$ cat config.mk
export PLATFORM = sky130hd
export DESIGN_NAME = left_to_right_expression_evaluator
export DESIGN_NICKNAME = d
export VERILOG_FILES = /design/src/design/ltre_pkg.sv /design/src/design/ltre_muldiv.sv /design/src/design/left_to_right_expression_evaluator.sv
export SDC_FILE = /design/constraint.sdc
export NUM_CORES = 1
export LEC_CHECK = 0
export BUFFER_PORTS_ARGS = -buffer_cell sky130_fd_sc_hd__buf_2
export CAP_MARGIN = 10
export CORE_UTILIZATION = 39
export DETAILED_ROUTE_END_ITERATION = 8
export SLEW_MARGIN = 10
export SYNTH_ARGS = -nofsm -noshare
export SYNTH_HDL_FRONTEND = slang
export SYNTH_HIERARCHICAL = 1
export SYNTH_SLANG_ARGS = --single-unit
$ cat constraint.sdc
create_clock -name clk -period 9.1 [get_ports clk]
set_input_delay 0.455 -clock clk [delete_from_list [all_inputs] [get_ports clk]]
set_output_delay 0.455 -clock clk [all_outputs]
set_load 0.01 [all_outputs]
$ cat src/design/ltre_pkg.sv
// Shared types and constants for the left-to-right expression evaluator.
// Used by ltre_muldiv and left_to_right_expression_evaluator. No dependencies.
`timescale 1ns / 1ps
`default_nettype none

package ltre_pkg;

  localparam logic [7:0] CHAR_NUL   = 8'h00;
  localparam logic [7:0] CHAR_SPACE = 8'h20;
  localparam logic [7:0] CHAR_STAR  = 8'h2A;
  localparam logic [7:0] CHAR_PLUS  = 8'h2B;
  localparam logic [7:0] CHAR_MINUS = 8'h2D;
  localparam logic [7:0] CHAR_SLASH = 8'h2F;
  localparam logic [7:0] CHAR_ZERO  = 8'h30;
  localparam logic [7:0] CHAR_NINE  = 8'h39;

  typedef enum logic [1:0] {
    OP_ADD,
    OP_SUB,
    OP_MUL,
    OP_DIV
  } op_t;

  typedef enum logic [1:0] {
    PH_EXPECT,
    PH_INNUM,
    PH_AFTER
  } phase_t;

  typedef enum logic [1:0] {
    ERR_NONE,
    ERR_SYNTAX,
    ERR_DIVZERO,
    ERR_OVERFLOW
  } err_t;

  typedef enum logic {
    ST_RUN,
    ST_CALC
  } state_t;

  // What follows a combine once its value is known.
  typedef enum logic [1:0] {
    CONT_AFTER,
    CONT_OP,
    CONT_END
  } cont_t;

  typedef struct packed {
    logic start;
    logic is_div;
  } md_req_t;

  typedef struct packed {
    logic busy;
    logic done;
  } md_rsp_t;

endpackage

`default_nettype wire

$ cat src/design/ltre_muldiv.sv
// Shared iterative multiply / divide unit, one bit per cycle.
// Depends on ltre_pkg for the request and response structs.
`timescale 1ns / 1ps
`default_nettype none

module ltre_muldiv #(
  parameter int W = 32
) (
  input  wire logic              clk,
  input  wire logic              rst_n,
  input  wire ltre_pkg::md_req_t req,
  input  wire logic [W-1:0]      a_in,
  input  wire logic [W-1:0]      b_in,
  output ltre_pkg::md_rsp_t      rsp,
  output logic [W-1:0]           result
);
  import ltre_pkg::*;

  localparam int CW = $clog2(W + 1);

  logic          busy_r, busy_nxt;
  logic          done_r, done_nxt;
  logic          div_r, div_nxt;
  logic          neg_r, neg_nxt;
  logic [CW-1:0] cnt_r, cnt_nxt;
  logic [W-1:0]  x_r, x_nxt;
  logic [W-1:0]  y_r, y_nxt;
  logic [W-1:0]  p_r, p_nxt;

  logic [W-1:0]  abs_a;
  logic [W-1:0]  abs_b;
  logic [W-1:0]  rem_sh;
  logic [W:0]    diff;

  assign abs_a  = a_in[W-1] ? (~a_in + 1'b1) : a_in;
  assign abs_b  = b_in[W-1] ? (~b_in + 1'b1) : b_in;
  // The remainder stays below the divisor, so its top bit is always clear.
  assign rem_sh = {p_r[W-2:0], x_r[W-1]};
  assign diff   = {1'b0, rem_sh} - {1'b0, y_r};

  always_comb begin
    busy_nxt = busy_r;
    done_nxt = 1'b0;
    div_nxt  = div_r;
    neg_nxt  = neg_r;
    cnt_nxt  = cnt_r;
    x_nxt    = x_r;
    y_nxt    = y_r;
    p_nxt    = p_r;
    if (req.start) begin
      busy_nxt = 1'b1;
      div_nxt  = req.is_div;
      neg_nxt  = a_in[W-1] ^ b_in[W-1];
      cnt_nxt  = '0;
      p_nxt    = '0;
      x_nxt    = req.is_div ? abs_a : a_in;
      y_nxt    = req.is_div ? abs_b : b_in;
    end else if (busy_r) begin
      if (div_r) begin
        // Restoring division: the dividend shifts out, quotient bits shift in.
        if (!diff[W]) begin
          p_nxt = diff[W-1:0];
        end else begin
          p_nxt = rem_sh;
        end
        x_nxt = {x_r[W-2:0], ~diff[W]};
      end else begin
        if (y_r[0]) begin
          p_nxt = p_r + x_r;
        end
        x_nxt = {x_r[W-2:0], 1'b0};
        y_nxt = {1'b0, y_r[W-1:1]};
      end
      cnt_nxt = cnt_r + 1'b1;
      if (cnt_r == CW'(W - 1)) begin
        busy_nxt = 1'b0;
        done_nxt = 1'b1;
      end
    end
  end

  always_ff @(posedge clk) begin
    if (!rst_n) begin
      busy_r <= 1'b0;
      done_r <= 1'b0;
    end else begin
      busy_r <= busy_nxt;
      done_r <= done_nxt;
    end
  end

  always_ff @(posedge clk) begin
    div_r <= div_nxt;
    neg_r <= neg_nxt;
    cnt_r <= cnt_nxt;
    x_r   <= x_nxt;
    y_r   <= y_nxt;
    p_r   <= p_nxt;
  end

  assign rsp.busy = busy_r;
  assign rsp.done = done_r;
  assign result   = div_r ? (neg_r ? (~x_r + 1'b1) : x_r) : p_r;

endmodule

`default_nettype wire

$ cat src/design/left_to_right_expression_evaluator.sv
// Left-to-right expression evaluator: one text byte per word, one result word per expression.
// After a byte that completes a multiply or divide, input stalls until the shared
// one-bit-per-cycle multiply/divide unit finishes.
// The result word is registered in the cycle after the end byte is taken, or after the last multiply/divide finishes.
// Reset is synchronous, active low, and returns the evaluator to its empty-expression state.
// Depends on ltre_pkg and ltre_muldiv.
`timescale 1ns / 1ps
`default_nettype none

module left_to_right_expression_evaluator #(
  parameter int VALUE_WIDTH = 32
) (
  input  wire logic        clk,
  input  wire logic        rst_n,
  input  wire logic        in_valid,
  output logic             in_stall,
  input  wire logic [7:0]  in_char_in,
  output logic             out_valid,
  input  wire logic        out_stall,
  output logic [31:0]      out_value,
  output logic [1:0]       out_error_code
);
  import ltre_pkg::*;

  localparam int W = VALUE_WIDTH;

  state_t         state_r, state_nxt;
  phase_t         phase_r, phase_nxt;
  op_t            pend_r, pend_nxt;
  op_t            nop_r, nop_nxt;
  cont_t          cont_r, cont_nxt;
  err_t           err_r, err_nxt;
  logic [W-1:0]   acc_r, acc_nxt;
  logic [W-1:0]   opnd_r, opnd_nxt;
  logic           out_valid_r, out_valid_nxt;
  logic [31:0]    out_value_r, out_value_nxt;
  err_t           out_err_r, out_err_nxt;

  md_req_t        md_req;
  md_rsp_t        md_rsp;
  logic [W-1:0]   md_result;

  logic           accept;
  logic           is_digit;
  logic           is_oper;
  op_t            chr_op;
  logic [W+3:0]   ten_x;
  logic           lit_ovf;
  logic           div_zero;
  logic           long_op;
  logic [W-1:0]   quick_acc;

  logic           do_comb;
  cont_t          comb_cont;
  logic           fin_valid;
  logic [W-1:0]   fin_acc;
  err_t           fin_err;
  cont_t          fin_cont;
  op_t            fin_op;

  assign in_stall = (state_r != ST_RUN) || (out_valid_r && (in_char_in == CHAR_NUL));
  assign accept   = in_valid && !in_stall;

  assign is_digit = (in_char_in >= CHAR_ZERO) && (in_char_in <= CHAR_NINE);
  assign is_oper  = (in_char_in == CHAR_PLUS) || (in_char_in == CHAR_MINUS) ||
                    (in_char_in == CHAR_STAR) || (in_char_in == CHAR_SLASH);

  always_comb begin
    case (in_char_in)
      CHAR_PLUS:  chr_op = OP_ADD;
      CHAR_MINUS: chr_op = OP_SUB;
      CHAR_STAR:  chr_op = OP_MUL;
      default:    chr_op = OP_DIV;
    endcase
  end

  // Ten times the literal plus the new digit, kept wide; any bit at or above
  // the sign position means the literal no longer fits as a positive value.
  assign ten_x   = {1'b0, opnd_r, 3'b000} + {3'b000, opnd_r, 1'b0}
                 + {{W{1'b0}}, in_char_in[3:0]};
  assign lit_ovf = |ten_x[W+3:W-1];

  assign div_zero = (pend_r == OP_DIV) && (opnd_r == '0);
  assign long_op  = (pend_r == OP_MUL) || ((pend_r == OP_DIV) && !div_zero);

  always_comb begin
    case (pend_r)
      OP_ADD:  quick_acc = acc_r + opnd_r;
      OP_SUB:  quick_acc = acc_r - opnd_r;
      default: quick_acc = acc_r;
    endcase
  end

  always_comb begin
    state_nxt     = state_r;
    phase_nxt     = phase_r;
    pend_nxt      = pend_r;
    nop_nxt       = nop_r;
    cont_nxt      = cont_r;
    err_nxt       = err_r;
    acc_nxt       = acc_r;
    opnd_nxt      = opnd_r;
    out_valid_nxt = out_valid_r && out_stall;
    out_value_nxt = out_value_r;
    out_err_nxt   = out_err_r;
    md_req        = '0;
    do_comb       = 1'b0;
    comb_cont     = CONT_AFTER;
    fin_valid     = 1'b0;
    fin_acc       = acc_r;
    fin_err       = err_r;
    fin_cont      = CONT_AFTER;
    fin_op        = chr_op;

    case (state_r)
      ST_RUN: begin
        if (accept) begin
          if (in_char_in == CHAR_NUL) begin
            if ((err_r == ERR_NONE) && (phase_r == PH_INNUM)) begin
              do_comb   = 1'b1;
              comb_cont = CONT_END;
            end else begin
              fin_valid = 1'b1;
              fin_cont  = CONT_END;
              if ((err_r == ERR_NONE) && (phase_r != PH_AFTER)) begin
                fin_err = ERR_SYNTAX;
              end
            end
          end else if (err_r == ERR_NONE) begin
            if (is_digit) begin
              case (phase_r)
                PH_AFTER: begin
                  err_nxt = ERR_SYNTAX;
                end
                PH_INNUM: begin
                  if (lit_ovf) begin
                    err_nxt = ERR_OVERFLOW;
                  end else begin
                    opnd_nxt = ten_x[W-1:0];
                  end
                end
                default: begin
                  opnd_nxt  = {{(W-4){1'b0}}, in_char_in[3:0]};
                  phase_nxt = PH_INNUM;
                end
              endcase
            end else if (in_char_in == CHAR_SPACE) begin
              if (phase_r == PH_INNUM) begin
                do_comb   = 1'b1;
                comb_cont = CONT_AFTER;
              end
            end else if (is_oper) begin
              case (phase_r)
                PH_INNUM: begin
                  do_comb   = 1'b1;
                  comb_cont = CONT_OP;
                end
                PH_AFTER: begin
                  pend_nxt  = chr_op;
                  phase_nxt = PH_EXPECT;
                end
                default: begin
                  err_nxt = ERR_SYNTAX;
                end
              endcase
            end else begin
              err_nxt = ERR_SYNTAX;
            end
          end
        end
      end
      ST_CALC: begin
        if (md_rsp.done) begin
          state_nxt = ST_RUN;
          fin_valid = 1'b1;
          fin_acc   = md_result;
          fin_err   = err_r;
          fin_cont  = cont_r;
          fin_op    = nop_r;
        end
      end
      default: begin
        state_nxt = ST_RUN;
      end
    endcase

    // Fold the finished literal into the accumulator.
    if (do_comb) begin
      opnd_nxt = '0;
      if (long_op) begin
        md_req.start  = 1'b1;
        md_req.is_div = (pend_r == OP_DIV);
        state_nxt     = ST_CALC;
        cont_nxt      = comb_cont;
        nop_nxt       = chr_op;
      end else begin
        fin_valid = 1'b1;
        fin_acc   = quick_acc;
        fin_err   = div_zero ? ERR_DIVZERO : err_r;
        fin_cont  = comb_cont;
      end
    end

    if (fin_valid) begin
      acc_nxt = fin_acc;
      err_nxt = fin_err;
      case (fin_cont)
        CONT_END: begin
          out_valid_nxt = 1'b1;
          out_value_nxt = 32'($signed(fin_acc));
          out_err_nxt   = fin_err;
          acc_nxt       = '0;
          opnd_nxt      = '0;
          pend_nxt      = OP_ADD;
          phase_nxt     = PH_EXPECT;
          err_nxt       = ERR_NONE;
        end
        CONT_OP: begin
          if (fin_err == ERR_NONE) begin
            pend_nxt  = fin_op;
            phase_nxt = PH_EXPECT;
          end
        end
        default: begin
          phase_nxt = PH_AFTER;
        end
      endcase
    end
  end

  always_ff @(posedge clk) begin
    if (!rst_n) begin
      state_r     <= ST_RUN;
      phase_r     <= PH_EXPECT;
      pend_r      <= OP_ADD;
      err_r       <= ERR_NONE;
      acc_r       <= '0;
      opnd_r      <= '0;
      out_valid_r <= 1'b0;
    end else begin
      state_r     <= state_nxt;
      phase_r     <= phase_nxt;
      pend_r      <= pend_nxt;
      err_r       <= err_nxt;
      acc_r       <= acc_nxt;
      opnd_r      <= opnd_nxt;
      out_valid_r <= out_valid_nxt;
    end
  end

  always_ff @(posedge clk) begin
    nop_r       <= nop_nxt;
    cont_r      <= cont_nxt;
    out_value_r <= out_value_nxt;
    out_err_r   <= out_err_nxt;
  end

  ltre_muldiv #(
    .W(W)
  ) u_muldiv (
    .clk    (clk),
    .rst_n  (rst_n),
    .req    (md_req),
    .a_in   (acc_r),
    .b_in   (opnd_r),
    .rsp    (md_rsp),
    .result (md_result)
  );

  assign out_valid      = out_valid_r;
  assign out_value      = out_value_r;
  assign out_error_code = out_err_r;

`ifndef NO_ASSERTIONS
  // A multiply or divide that ends an expression only starts once the result word is free.
  a_calc_no_pending_out: assert property (@(posedge clk) disable iff (!rst_n)
    ((state_r == ST_CALC) && (cont_r == CONT_END)) |-> !out_valid_r)
    else $error("result word pending during final multiply/divide");

  // The shared unit only runs while the sequencer waits for it.
  a_unit_owned: assert property (@(posedge clk) disable iff (!rst_n)
    (md_rsp.busy || md_rsp.done) |-> (state_r == ST_CALC))
    else $error("multiply/divide unit active outside its wait state");

  // Once an error is recorded no further arithmetic is started.
  a_err_no_calc: assert property (@(posedge clk) disable iff (!rst_n)
    (err_r != ERR_NONE) |-> (state_r == ST_RUN))
    else $error("arithmetic running with an error recorded");
`endif

endmodule

`default_nettype wire

==> results.ini <==
[finish]
layoutNonFillerInstCount = 3062
area_growth_pct = 8.91
final_cell_area_sq_mm = 0.0210
fin_util_pct = 43.0
fillers = 4999
drive_gt1_share_pct = 6.42
nets = 2561

[timing]
fin_tns_setup_ns = 0
grt_setup_unrepaired = false
period_share_pct = 59.9
hold_slack_ns = 0.149
worstMarginPinSlew_ns = 1.34
max_freq_mhz = 183
period_needed_ns = 5.45
layout_setup_ws_ns = 3.65
finClkSkew_ns = 0.0164
slew_viol_final = 0
maxSlewHeadroom_pct = 8.10
hold_viol_final = 0
setup_violations = 0

[clocking]
cts_sinks = 216
cts.reportedPaths.clkPinSlew_ns = 0.06
postCtsHoldBufs = 0
post-cts-setup-buffers = 0
cts_tree = yes
cts-resized-gates = 0
clock_latency_ns = 0.57
numCtsBuffers = 27
cts_root_buf = clkbuf_16
clockBufferDepth = 3
htreeDepth = 1

[setup_path]
path_buf_inv = 0
critPathKind = reg -> reg
crit_path_max_incr_delay_ns = 0.62
path_cells = or4_1, or3_4, or3_1, nor2_1, a21oi_1, xnor2_1, ha_1, and3_1, nand4_1, a2111oi_0, o41ai_1, a21oi_1, o2111ai_1, a311oi_1, mux2i_1, nor2_1, o31a_1
cp_top_family = simple AND/OR/NAND/NOR gates
cp_max_fo = 14
critPathArrivalTime_ns = 5.77
crit_path_end_kind = flip-flop
critical_path_depth = 17
r2r_cells = 17
setup.worst_path.start_class = flip-flop
cp.required_ns = 9.42
cpMaxStageDelayCell = or4_1

[drt]
routed.top_layer = met4
via_per_inst = 5.93
routed_wl_mm = 63.7
vias = 18168
wl_met2_mm = 28.7
drt-initial-drc-count = 1516
postRouteAntennaNets = 0
drc = 0
met3_length_mm = 3.58
routedWlPerCell_microns = 20.8
dr.pass1.iters = 6
wl_met1_mm = 29.6

[pwr]
switching_share_pct = 25.0
comb_power_share_pct = 9.9
seq_power_share_pct = 42.8
p_int_mw = 1.79
power_density_mw_per_mm2 = 113
p_total_mw = 2.38
ir_worst_vdd_mv = 0.124
leakage_nw = 8.55
p_sw_uw = 595
clockPowerShare_pct = 47.3

[place]
post-place-ws_ns = 3.71
io_buffers = 47
dpl_cell_area_sq_mm = 0.0201
place_inst = 3010
dp.final_hpwl_mm = 48.6
routabilityCongestion = 0.939

[die]
io-pin-count = 48
coreArea_sq_mm = 0.0488
start_util_pct = 39.5
die_h_microns = 224
row_count = 81
dieArea_sq_mm = 0.0503
die_x_microns = 224

[grt]
track_usage_pct = 24.9
antenna_found_initial = 1
globalRouteOverflowTotal = 0
grt_max_degree = 88
grt_pass1_vias = 17182
grt_first_pass_wirelength_mm = 98.6

[hold_path]
holdPathStages = 3
hp-class = in -> reg

[logic_synthesis]
synthCells = 2381
syn_avg_cell_area_sq_um = 8.10
syn_area_sq_mm = 0.0193
yosysWarnings = 6
mappedNetlistNets = 2566

[job]
cap_viol_max_count = 0

[run_status]
status = finished, final reports clean

[cell type report]
type | instances | area [sq um] | share of cell area, %
clock inverters | 12 | 161 | 0.768
well taps | 664 | 831 | 3.95
repair buffers | 68 | 400 | 1.91
multi-input cells | 1971 | 13200 | 62.7
clock buffers | 38 | 737 | 3.51
diodes | 1 | 2.50 | 0.0119
flip-flops and latches | 216 | 5370 | 25.5
inverters | 92 | 345 | 1.64
[worst reg2reg max path, cell delays in order, from the launching register on]
cell and delay (ns):
dfxtp_1 0.45, or4_1 0.62, or3_4 0.37, or3_1 0.45, nor2_1 0.16, a21oi_1 0.10
xnor2_1 0.17, ha_1 0.43, and3_1 0.26, nand4_1 0.13, a2111oi_0 0.33, o41ai_1 0.15
a21oi_1 0.28, o2111ai_1 0.19, a311oi_1 0.50, mux2i_1 0.32, nor2_1 0.08, o31a_1 0.23
[layer usage]
layer / vias up / GRT usage (%)
li1: 8791 / -
met1: 8711 / 35.0
met2: 562 / 40.1
met3: 104 / 2.83
met4: 0 / 7.04
met5: - / 0
[path summary, 6_finish.rpt]
check,from,end,slack [ns]
setup / recovery,opnd_r[6],out_value[31],3.65
hold / removal,out_stall,out_valid,0.15
setup reg to reg,opnd_r[6],out_value[31],3.65
hold reg to reg,u_muldiv/cnt_r[5],u_muldiv/cnt_r[5],0.50
[power by group through the flow]
stage	registers [mW]	logic, mW	clock network, mW
2_1_floorplan	1.04	0.181	0
5_1_grt	1.02	0.260	1.18
3_3_place_gp	1.04	0.232	0
4_1_cts	1.02	0.234	1.14
6_report	1.02	0.236	1.13
3_5_place_dp	1.04	0.232	0
[flip-flops by register name, indices dropped and copies added (netlist names), 2 cells and up]
signal and count:
phase_r 2, u_muldiv/x_r 32, u_muldiv/cnt_r 6, opnd_r 32, acc_r 32, err_r 2, nop_r 2, out_error_code 2
u_muldiv/p_r 32, cont_r 2, out_value 32, pend_r 2, u_muldiv/y_r 32
[cells in the final DEF (no fill, tap or decap), drive strengths merged, types with 33 or more instances in the layout]
master / count
clkbuf: 38
nor2: 259
a31oi: 37
xnor2: 109
ha: 168
nor2b: 35
a21o: 52
nand3: 33
o21ai: 135
nor3: 49
edfxtp: 104
inv: 93
nand2: 197
xor2: 119
o211ai: 40
buf: 68
dfxtp: 112
a21oi: 271
(Power assumes the default switching activity.)
